--- src/sv/blr_pkg.sv ---
// Shared types, constants and helper functions of the bilateral Laplacian regularizer.
package blr_pkg;

  // Field and datapath widths.
  localparam int COL_W  = 11;
  localparam int ROW_W  = 13;
  localparam int PIX_W  = 16;
  localparam int WT_W   = 17;
  localparam int IDX_W  = 8;
  localparam int CFG_W  = 13;
  localparam int CIDX_W = 8;
  localparam int ACC_W  = 42;
  localparam int PROD_W = 37;
  localparam int Q_W    = 17;
  localparam int SLOT_W = 3;

  // Geometry and scaling constants.
  localparam int MAX_WIDTH_DEF = 1024;
  localparam int TABLE_DEPTH   = 256;
  localparam int LINES         = 5;
  localparam int HEIGHT_LIMIT  = 4096;
  localparam int ONE_PIXEL     = 32768;
  localparam int ONE_WEIGHT    = 65536;
  localparam longint SUM_DIVISOR = 64'd13107200;

  // Configuration register indexes.
  localparam logic [CIDX_W-1:0] CFG_FRAME_WIDTH  = 8'd0;
  localparam logic [CIDX_W-1:0] CFG_FRAME_HEIGHT = 8'd1;

  // Request types.
  localparam logic REQ_TABLE = 1'b0;
  localparam logic REQ_PIXEL = 1'b1;

  // Sequencer states.
  typedef enum logic [3:0] {
    S_IDLE,
    S_CRD,
    S_CWAIT,
    S_CHK,
    S_ARD,
    S_BRD,
    S_WA,
    S_WB,
    S_M1,
    S_M2,
    S_DIVST,
    S_DIV,
    S_OUT
  } blr_state_e;

  // Gaussian weight numerator k for window position (ox, oy), gauss = k/100.
  function automatic logic [2:0] gauss_k(input logic [2:0] ox, input logic [2:0] oy);
    logic [2:0] ax;
    logic [2:0] ay;
    ax = (ox > 3'd2) ? (3'd4 - ox) : ox;
    ay = (oy > 3'd2) ? (3'd4 - oy) : oy;
    return 3'd1 + ax + ay;
  endfunction

  // Reduces a value in 0..14 modulo the number of lines.
  function automatic logic [SLOT_W-1:0] slot_mod(input logic [3:0] v);
    logic [3:0] r;
    r = v;
    if (r >= 4'd10) begin
      r = r - 4'd10;
    end else if (r >= 4'd5) begin
      r = r - 4'd5;
    end
    return r[SLOT_W-1:0];
  endfunction

  // Weight table index floor(|a-c|*255/32768), saturated at 255.
  function automatic logic [IDX_W-1:0] weight_idx(input logic [PIX_W-1:0] a,
                                                  input logic [PIX_W-1:0] c);
    logic [PIX_W-1:0] d;
    logic [23:0]      p;
    d = (a > c) ? (a - c) : (c - a);
    p = {8'd0, d} * 24'd255;
    return (p[23:15] > 9'd255) ? 8'd255 : p[22:15];
  endfunction

endpackage

--- src/sv/blr_div.sv ---
// Reciprocal-multiply scaler that turns the accumulated sum into a saturated Q2.15 value.
module blr_div (
  input  logic                            clk_i,
  input  logic                            rst_ni,
  input  logic                            start_i,
  input  logic signed [blr_pkg::ACC_W-1:0] acc_i,
  output logic                            done_o,
  output logic signed [blr_pkg::Q_W-1:0]  res_o
);
  import blr_pkg::*;

  // The divisor is 25 * 2^19. The low 19 bits of the magnitude are dropped by a
  // shift and the rest is divided by 25 with a rounded-up reciprocal of 2^25/25.
  // The sum magnitude stays below 2^39, so the shifted value fits in 20 bits,
  // where this multiply gives the exact floor.
  localparam int SHIFT_W   = 19;
  localparam int N_W       = 20;
  localparam int RCP_W     = 21;
  localparam int RCP_SHIFT = 25;
  localparam int MUL_W     = N_W + RCP_W;
  localparam logic [RCP_W-1:0] RCP_25 = 21'd1342178;

  logic             s1_q, s1_d;
  logic             done_q, done_d;
  logic             neg_q, neg_d;
  logic [N_W-1:0]   n_q, n_d;
  logic [Q_W-1:0]   quo_q, quo_d;
  logic [ACC_W-1:0] mag;
  logic [MUL_W-1:0] prod;

  // The sign and shifted magnitude are registered on start; the reciprocal product is then registered as the quotient.
  always_comb begin
    s1_d   = start_i;
    done_d = s1_q;
    neg_d  = neg_q;
    n_d    = n_q;
    quo_d  = quo_q;
    mag    = acc_i[ACC_W-1] ? ACC_W'(-acc_i) : ACC_W'(acc_i);
    prod   = MUL_W'(n_q) * MUL_W'(RCP_25);
    if (start_i) begin
      neg_d = acc_i[ACC_W-1];
      n_d   = mag[SHIFT_W+N_W-1:SHIFT_W];
    end
    if (s1_q) begin
      quo_d = Q_W'(prod[MUL_W-1:RCP_SHIFT]);
    end
  end

  always_ff @(posedge clk_i or negedge rst_ni) begin
    if (!rst_ni) begin
      s1_q   <= 1'b0;
      done_q <= 1'b0;
    end else begin
      s1_q   <= s1_d;
      done_q <= done_d;
    end
  end

  always_ff @(posedge clk_i) begin
    neg_q <= neg_d;
    n_q   <= n_d;
    quo_q <= quo_d;
  end

  // Sign and saturation of the truncated quotient.
  always_comb begin
    if (neg_q) begin
      res_o = (quo_q > Q_W'(65536)) ? -Q_W'(65536) : -$signed(quo_q);
    end else begin
      res_o = (quo_q > Q_W'(65535)) ? Q_W'(65535) : $signed(quo_q);
    end
  end

  assign done_o = done_q;

endmodule

--- config.mk ---
export PLATFORM = sky130hd
export DESIGN_NAME = blr_div
export DESIGN_NICKNAME = d
export VERILOG_FILES = /design/src/sv/blr_pkg.sv /design/src/sv/blr_div.sv
export SDC_FILE = /design/constraint.sdc
export NUM_CORES = 1
export LEC_CHECK = 0
export BUFFER_PORTS_ARGS = -buffer_cell sky130_fd_sc_hd__buf_4
export CAP_MARGIN = 20
export CORE_UTILIZATION = 30
export DETAILED_ROUTE_END_ITERATION = 10
export GPL_ROUTABILITY_DRIVEN = 0
export PLACE_DENSITY_LB_ADDON = 0.05
export SYNTH_ARGS = -nofsm -noshare
export SYNTH_HDL_FRONTEND = slang
export SYNTH_SLANG_ARGS = --single-unit
--- constraint.sdc ---
create_clock -name clk_i -period 6 [get_ports clk_i]
set_clock_uncertainty 0.05 [all_clocks]
set_input_delay 0.6 -clock clk_i [delete_from_list [all_inputs] [get_ports clk_i]]
set_output_delay 0.6 -clock clk_i [all_outputs]
set_load 0.01 [all_outputs]
==> summary.md, run 1 <==
| Metric | Value |
|---|---|
| First-pass GRT wire length | 39.85 mm |
| DP HPWL | between 20 and 25 mm |
| Site Rows | 65 |
| Largest net degree at the start of global routing | 23 |
| Total gr overflow | 0 |
| Failing checks | negative setup slack |
| Yosys warns | 0 |
| Synth cell types | 55 |
| WS Path Type | reg2reg |
| Die ar. | 0.03327 mm^2 |
| Vias in the first global route | about 7600 |
| Fin. max-slew vios | 0 |
| Final Instance Count excl. Fillers | 1635 |
| Final hold vios | 0 |
| R2r endpoint | quo_q[15] |
| Final setup viols | 3 |
| Max-slew headroom | 56.03% |
| Placed cells | roughly 1600 |
| Synth Net Count | 1400 |
| Avg Cell Area, Syn | a little under 10 um^2 |
| Gr usage total | between 15 and 20% |
| Post-route ant nets | 0 |
| Hold depth | 2 |
| Layout area overhead | 32.33% |
| Main synth FF type | edfxtp_1 |
| Worst slew pin tran | about 0.66 ns |
| Clock Path Buffers | 2 |
| Crit path capture type | register |
| CTS buffer count | 5 |
| Starting DRT DRC Count | between 150 and 200 |
| Max FO, Critical Path | 4 |
| Critical path arrival | slightly above 6 ns |
| Reg2reg setup slack | -0.03 ns |
| FF-to-FF path depth | 21 |
| Synth Register Bits | 39 |
| Core ar. | roughly 0.032 mm^2 |
| Num ports | 63 |
| Final Core Density | 40.63% |
| Top cells by area, synth | fa_1 (30%), ha_1 (28%), inv_1 (11%) |
| Top cell type's share of synthesized area | 29.53% |
| Worst hold path class | in2reg |
| Gate Count Post-Synth | between 900 and 1000 |
| Starting Density | 30.70% |
| Count leader, synth | inv_1 |
| Outcome | finished, violations left |
| Die height | roughly 180 um |
| Crit path time final | 6.030 ns |
| Drt total wl | approximately 25 mm |
| CTS tree | built |
| Cell Area, Synth | approximately 0.0098 mm^2 |
| RSZ-0062 raised after global routing | yes |
| Critical R2R Launch | n_q[7] |
| Most frequent cells after synthesis | inv_1 (297), ha_1 (222), fa_1 (144) |
| Die W | ~180 um |
| Layout Nets | about 1600 |
| Clk root buf | clkbuf_16 |
| Final WS setup | -0.03038 ns |
| Req. time, crit path | ~6 ns |
| Ys async rst share | about 5% |
| WL per Instance | ~15 um |
| Hold path start | acc_i[38] |
| Clock-pin slew on the worst setup and hold paths | 0.06 ns |
| Startpoint Class | register |
| Vias post-DR | between 7000 and 8000 |
| Ant diodes | 0 |
| Vias per Instance | 4.286 |
| Maxcap violations | 0 |
| CTS Sinks | 39 |
| Initial antenna violation count | 0 |
| Tcrit/Tclk final | 100.5% |
| I/O Buffers | 60 |
| TritonRoute pass-1 iters | 4 |
| FMAX | about 170 MHz |
| Skew-Pair Late Insertion Delay | approximately 0.31 ns |
| Number of synthesized flops with an enable pin | 37 |
| Sequential area share after synthesis | around an eighth |
| Post-synth top area cell | fa_1 |
| Share of cells above drive strength 1 | between 20% and 30% |
| H-tree Lvls | 2 |
| DR DRC count | 0 |
| WHS Endpoint | n_q[19] |
-- cell usage in the layout, fill, tap and decap left out, drive strengths merged, types with 12 or more instances in the layout --
| cell | instances |
|---|---|
| nor2 | 17 |
| inv | 296 |
| a21o | 14 |
| buf | 212 |
| fa | 144 |
| edfxtp | 37 |
| nand3 | 12 |
| o21ai | 27 |
| xnor2 | 46 |
| a21oi | 30 |
| nand2 | 33 |
| ha | 222 |
-- through the flow --
step	setup TNS [ns]	setup slack (ns)	hold WS, ns	instance area, um^2
2_1_floorplan	0	0.01286	0.2544	9811
3_3_place_gp	-2.960	-0.3320	0.3329	11690
3_5_place_dp	-2.938	-0.3506	0.3340	11690
4_1_cts	-0.2047	-0.09717	0.5315	12450
5_1_grt	-2.500	-0.2565	0.5361	12920
6_report	-0.05343	-0.03038	0.5388	12920
-- final cells by class --
type / instances / area [um^2]
flip-flops and latches: 39 / 1161
fillers: 3248 / 18880
clock inverters: 2 / 60.06
inverters: 297 / 1119
well taps: 435 / 544.3
multi-input cells: 643 / 8229
clock buffers: 6 / 128.9
repair buffers: 213 / 1678
-- logic make-up (layout without fill, tap and decap cells) --
family,after synthesis,in the layout,share of synthesized area [%]
buffers and inverters,307,518,11.80
AO/OA/AOI/OAI,113,113,7.613
XOR/XNOR,50,50,4.485
AND/OR/NAND/NOR,113,113,6.126
adder cells (fa/ha/maj),366,366,57.98
multiplexers,1,1,0.1025
flip-flops,39,39,11.89
-- flip-flops by register name, indices dropped and copies added, names as in the netlist --
| register | cells |
|---|---|
| quo_q | 16 |
| n_q | 20 |
| done_d | 1 |
| done_o | 1 |
| neg_q | 1 |
-- per-layer routing --
layer | wire (um) | share of wire (%) | vias up | track usage, %
met4 | 199 | 0.80 | 0 | 2.689
li1 | - | - | 3591 | -
met3 | 319 | 1.3 | 10 | 1.457
met5 | 0 | 0 | - | 0
met1 | 12710 | 51 | 3363 | 22.25
met2 | 11670 | 47 | 44 | 26.25
-- how the worst max path moves through the flow --
stage	slack, ns	start	end	depth (start not counted)
6_report	-0.03	n_q[7]	quo_q[15]	21
3_5_place_dp	-0.35	n_q[6]	quo_q[12]	20
2_1_floorplan	0.01	n_q[7]	quo_q[15]	20
5_1_grt	-0.26	n_q[11]	quo_q[14]	21
3_3_place_gp	-0.33	n_q[8]	quo_q[12]	20
4_1_cts	-0.1	n_q[12]	quo_q[15]	21
-- timing repair --
action | 4_1_cts | 5_1_grt
setup endpoints to repair | 16 | 16
hold buffers | 1 | 0
buffers inserted | 23 | 10
gates resized for setup | 74 | 73
hold endpoints to repair | 2 | 0
pin swaps | 44 | 42
-- worst max-delay path, stage by stage, from the launching register on --
cell and delay [ns]:
edfxtp_1 0.47, buf_6 0.17, buf_4 0.13, buf_4 0.13
fa_1 0.54, ha_2 0.19, inv_2 0.04, fa_1 0.43
fa_1 0.54, inv_1 0.07, fa_1 0.46, fa_1 0.49
ha_1 0.35, ha_4 0.27, a21oi_2 0.14, o21ai_0 0.17
a311oi_4 0.33, o2111ai_2 0.14, and2_4 0.17, a211o_1 0.26
a21oi_2 0.15, xnor2_1 0.09
Power of run 1 is not shown: default switching activity piles up to over one toggle a cycle in this logic, so the estimate is an artifact.
==> inputs of run 2 (changes only) <==
--- a/config.mk
+++ b/config.mk
@@ -11,6 +11,7 @@
 export DETAILED_ROUTE_END_ITERATION = 10
 export GPL_ROUTABILITY_DRIVEN = 0
 export PLACE_DENSITY_LB_ADDON = 0.05
+export SKIP_LAST_GASP = 1
 export SYNTH_ARGS = -nofsm -noshare
 export SYNTH_HDL_FRONTEND = slang
 export SYNTH_SLANG_ARGS = --single-unit
==> summary.md, run 2 (synthesized netlist as in run 1, its figures left out) <==
| Metric | Value |
|---|---|
| CP max stage delay | 0.53 ns (was 0.54 ns) |
| Clock-pin slew on the worst setup and hold paths | 0.06 ns (about the same) |
| Layout Nets | 1607 (was 1610) |
| Failing checks | negative setup slack (unchanged) |
| Most frequent cells in the layout | inv_1 (275), buf_4 (195), ha_1 (191) (was inv_1 (272), buf_4 (194), ha_1 (185)) |
| Max reg flops | 20 (unchanged) |
| Largest delay share family, worst path | adder cells (unchanged) |
| Layout area overhead | 30.71% (was 32.33%) |
| Hold Slack | 0.5383 ns (was 0.5388 ns) |
| Initial antenna violation count | 0 (unchanged) |
| H-tree Lvls | 2 (unchanged) |
| DR DRC count | 0 (unchanged) |
| Crit path buf inv count | 6 (was 5) |
| Starting Density | 30.70% (unchanged) |
| Vias per Instance | 4.289 (was 4.286) |
| Req. time, crit path | 6.00 ns (was 6.01 ns) |
| Share of cells above drive strength 1 | 27.65% (was 28.75%) |
| Gr usage total | 15.69% (was 15.72%) |
| Fin area | 0.01276 mm^2 (was 0.01292 mm^2) |
| Site Rows | 65 (unchanged) |
| WL per Instance | 15.21 um (was 15.23 um) |
| Die height | 182.4 um (unchanged) |
| Final Instance Count excl. Fillers | 1633 (was 1635) |
| Largest registers | n_q x20, quo_q x16 (unchanged) |
| R2r endpoint | quo_q[15] (unchanged) |
| Commonest non-fill, non-tap cell in the layout | inv_1 (unchanged) |
| Die ar. | 0.03327 mm^2 (unchanged) |
| CTS buffer count | 5 (unchanged) |
| Final setup viols | 2 (was 3) |
| Vias in the first global route | 7566 (was 7578) |
| CP most frequent cell | fa_1 (unchanged) |
| CP max stage cell | fa_1 (unchanged) |
| Die W | 182.4 um (unchanged) |
| FF-to-FF path depth | 22 (was 21) |
| Crit path from | n_q[10] (was n_q[7]) |
| Skew-Pair Late Insertion Delay | 0.30 ns (was 0.31 ns) |
| CTS Sinks | 39 (unchanged) |
| Num ports | 63 (unchanged) |
| Core ar. | 0.03180 mm^2 (unchanged) |
| Largest net degree at the start of global routing | 23 (unchanged) |
| FMAX | 165.4 MHz (was 165.8 MHz) |
| Starting DRT DRC Count | 170 (was 155) |
| Final hold vios | 0 (unchanged) |
| Critical R2R Launch | n_q[10] (was n_q[7]) |
| Outcome | finished, violations left (unchanged) |
| Maxcap violations | 0 (unchanged) |
| Vias post-DR | 7004 (was 7008) |
| Max FO, Critical Path | 4 (unchanged) |
| Startpoint Class | register (unchanged) |
| Critical path arrival | 6.05 ns (was 6.04 ns) |
| WS Path Type | reg2reg (unchanged) |
| Total gr overflow | 0 (unchanged) |
| Fin. max-slew vios | 0 (unchanged) |
| Worst slew pin tran | 0.6605 ns (was 0.6595 ns) |
| Tcrit/Tclk final | 100.8% (was 100.5%) |
| Crit path capture type | register (unchanged) |
| Largest Register | n_q (unchanged) |
| Final WS setup | -0.04699 ns (was -0.03038 ns) |
| Clock Path Buffers | 2 (unchanged) |
| DP HPWL | 22.08 mm (unchanged) |
| Post-place instance area | 0.01169 mm^2 (unchanged) |
| TritonRoute pass-1 iters | 4 (unchanged) |
| Pre-CTS setup slack | -0.3506 ns (unchanged) |
| Max-slew headroom | 55.97% (was 56.03%) |
| First-pass GRT wire length | 39.79 mm (was 39.85 mm) |
| CP Cell Sequence | buf_4 > ha_4 > inv_2 > fa_1 > fa_2 > fa_1 > inv_1 > fa_1 > fa_1 > inv_1 > fa_1 > inv_2 > ha_4 > nand4_1 > buf_4 > nor4_4 > a311oi_2 > o2111ai_2 > and2_4 > a211o_1 > a21oi_2 > xnor2_1 (was buf_6 > buf_4 > buf_4 > fa_1 > ha_2 > inv_2 > fa_1 > fa_1 > inv_1 > fa_1 > fa_1 > ha_1 > ha_4 > a21oi_2 > o21ai_0 > a311oi_4 > o2111ai_2 > and2_4 > a211o_1 > a21oi_2 > xnor2_1) |
| RSZ-0062 raised after global routing | yes (unchanged) |
| CTS tree | built (unchanged) |
| I/O Buffers | 60 (unchanged) |
| Reg2reg setup slack | -0.05 ns (was -0.03 ns) |
| Drt total wl | 24.83 mm (was 24.90 mm) |
| WP depth | 22 (was 21) |
| Post-route ant nets | 0 (unchanged) |
| Clk root buf | clkbuf_16 (unchanged) |
| Placed cells | 1595 (unchanged) |
| Crit path time final | 6.047 ns (was 6.030 ns) |
| Worst hold path class | in2reg (unchanged) |
| End of the critical path | quo_q[15] (unchanged) |
[run 2: cell count changes in the layout (fill, tap and decap cells not counted), sizes merged]
cell   change
diode      +1
buf        -3
[run 2: how the worst min path moves through the flow]
stage,start,endpoint,cells past startpoint
CTS,acc_i[38],n_q[19],2
floorplan,rst_ni,done_d,0
global placement,rst_ni,done_o,1
global route,acc_i[30],n_q[11],2
detailed placement,rst_ni,done_d,1
finish,acc_i[38],n_q[19],2
[run 2: per-layer routing]
metal	up-vias	routed length (um)	global-route usage (%)
met5	-	0	0
met4	0	201	2.689
met3	10	285	1.457
met2	50	11680	26.13
met1	3361	12670	22.27
li1	3583	-	-
[run 2: cell type report]
| type | count | area [um^2] |
|---|---|---|
| Antenna cell | 1 | 2.502 |
| Clock buffer | 6 | 128.9 |
| Clock inverter | 2 | 60.06 |
| Fill cell | 3261 | 19040 |
| Inverter | 297 | 1119 |
| Multi-Input combinational cell | 643 | 8105 |
| Sequential cell | 39 | 1161 |
| Tap cell | 435 | 544.3 |
| Timing Repair Buffer | 210 | 1640 |
[run 2: stage by stage]
step           setup TNS (ns)  util (%)
6_report             -0.06649     40.13
2_1_floorplan               0         -
4_1_cts               -0.2261     39.13
5_1_grt                -2.114     40.12
3_3_place_gp           -2.960     36.76
3_5_place_dp           -2.938     36.76
[run 2: worst reg2reg max path, cell delays in order, from the launching register on]
cell and delay, ns:
edfxtp_1 0.47, buf_4 0.19, ha_4 0.25, inv_2 0.04, fa_1 0.50, fa_2 0.39, fa_1 0.53, inv_1 0.05
fa_1 0.46, fa_1 0.49, inv_1 0.05, fa_1 0.51, inv_2 0.05, ha_4 0.24, nand4_1 0.14, buf_4 0.15
nor4_4 0.04, a311oi_2 0.41, o2111ai_2 0.15, and2_4 0.16, a211o_1 0.26, a21oi_2 0.15, xnor2_1 0.08
[run 2: what timing repair did]
item,4_1_cts,5_1_grt
pin swaps,44,42
buffers inserted,23,7
setup endpoints to repair,16,16
cloned,0,0
endpoints found under the hold margin,2,0
gates resized for setup,71,57
hold buffers,1,0
Power of run 2 is left out for the same reason.
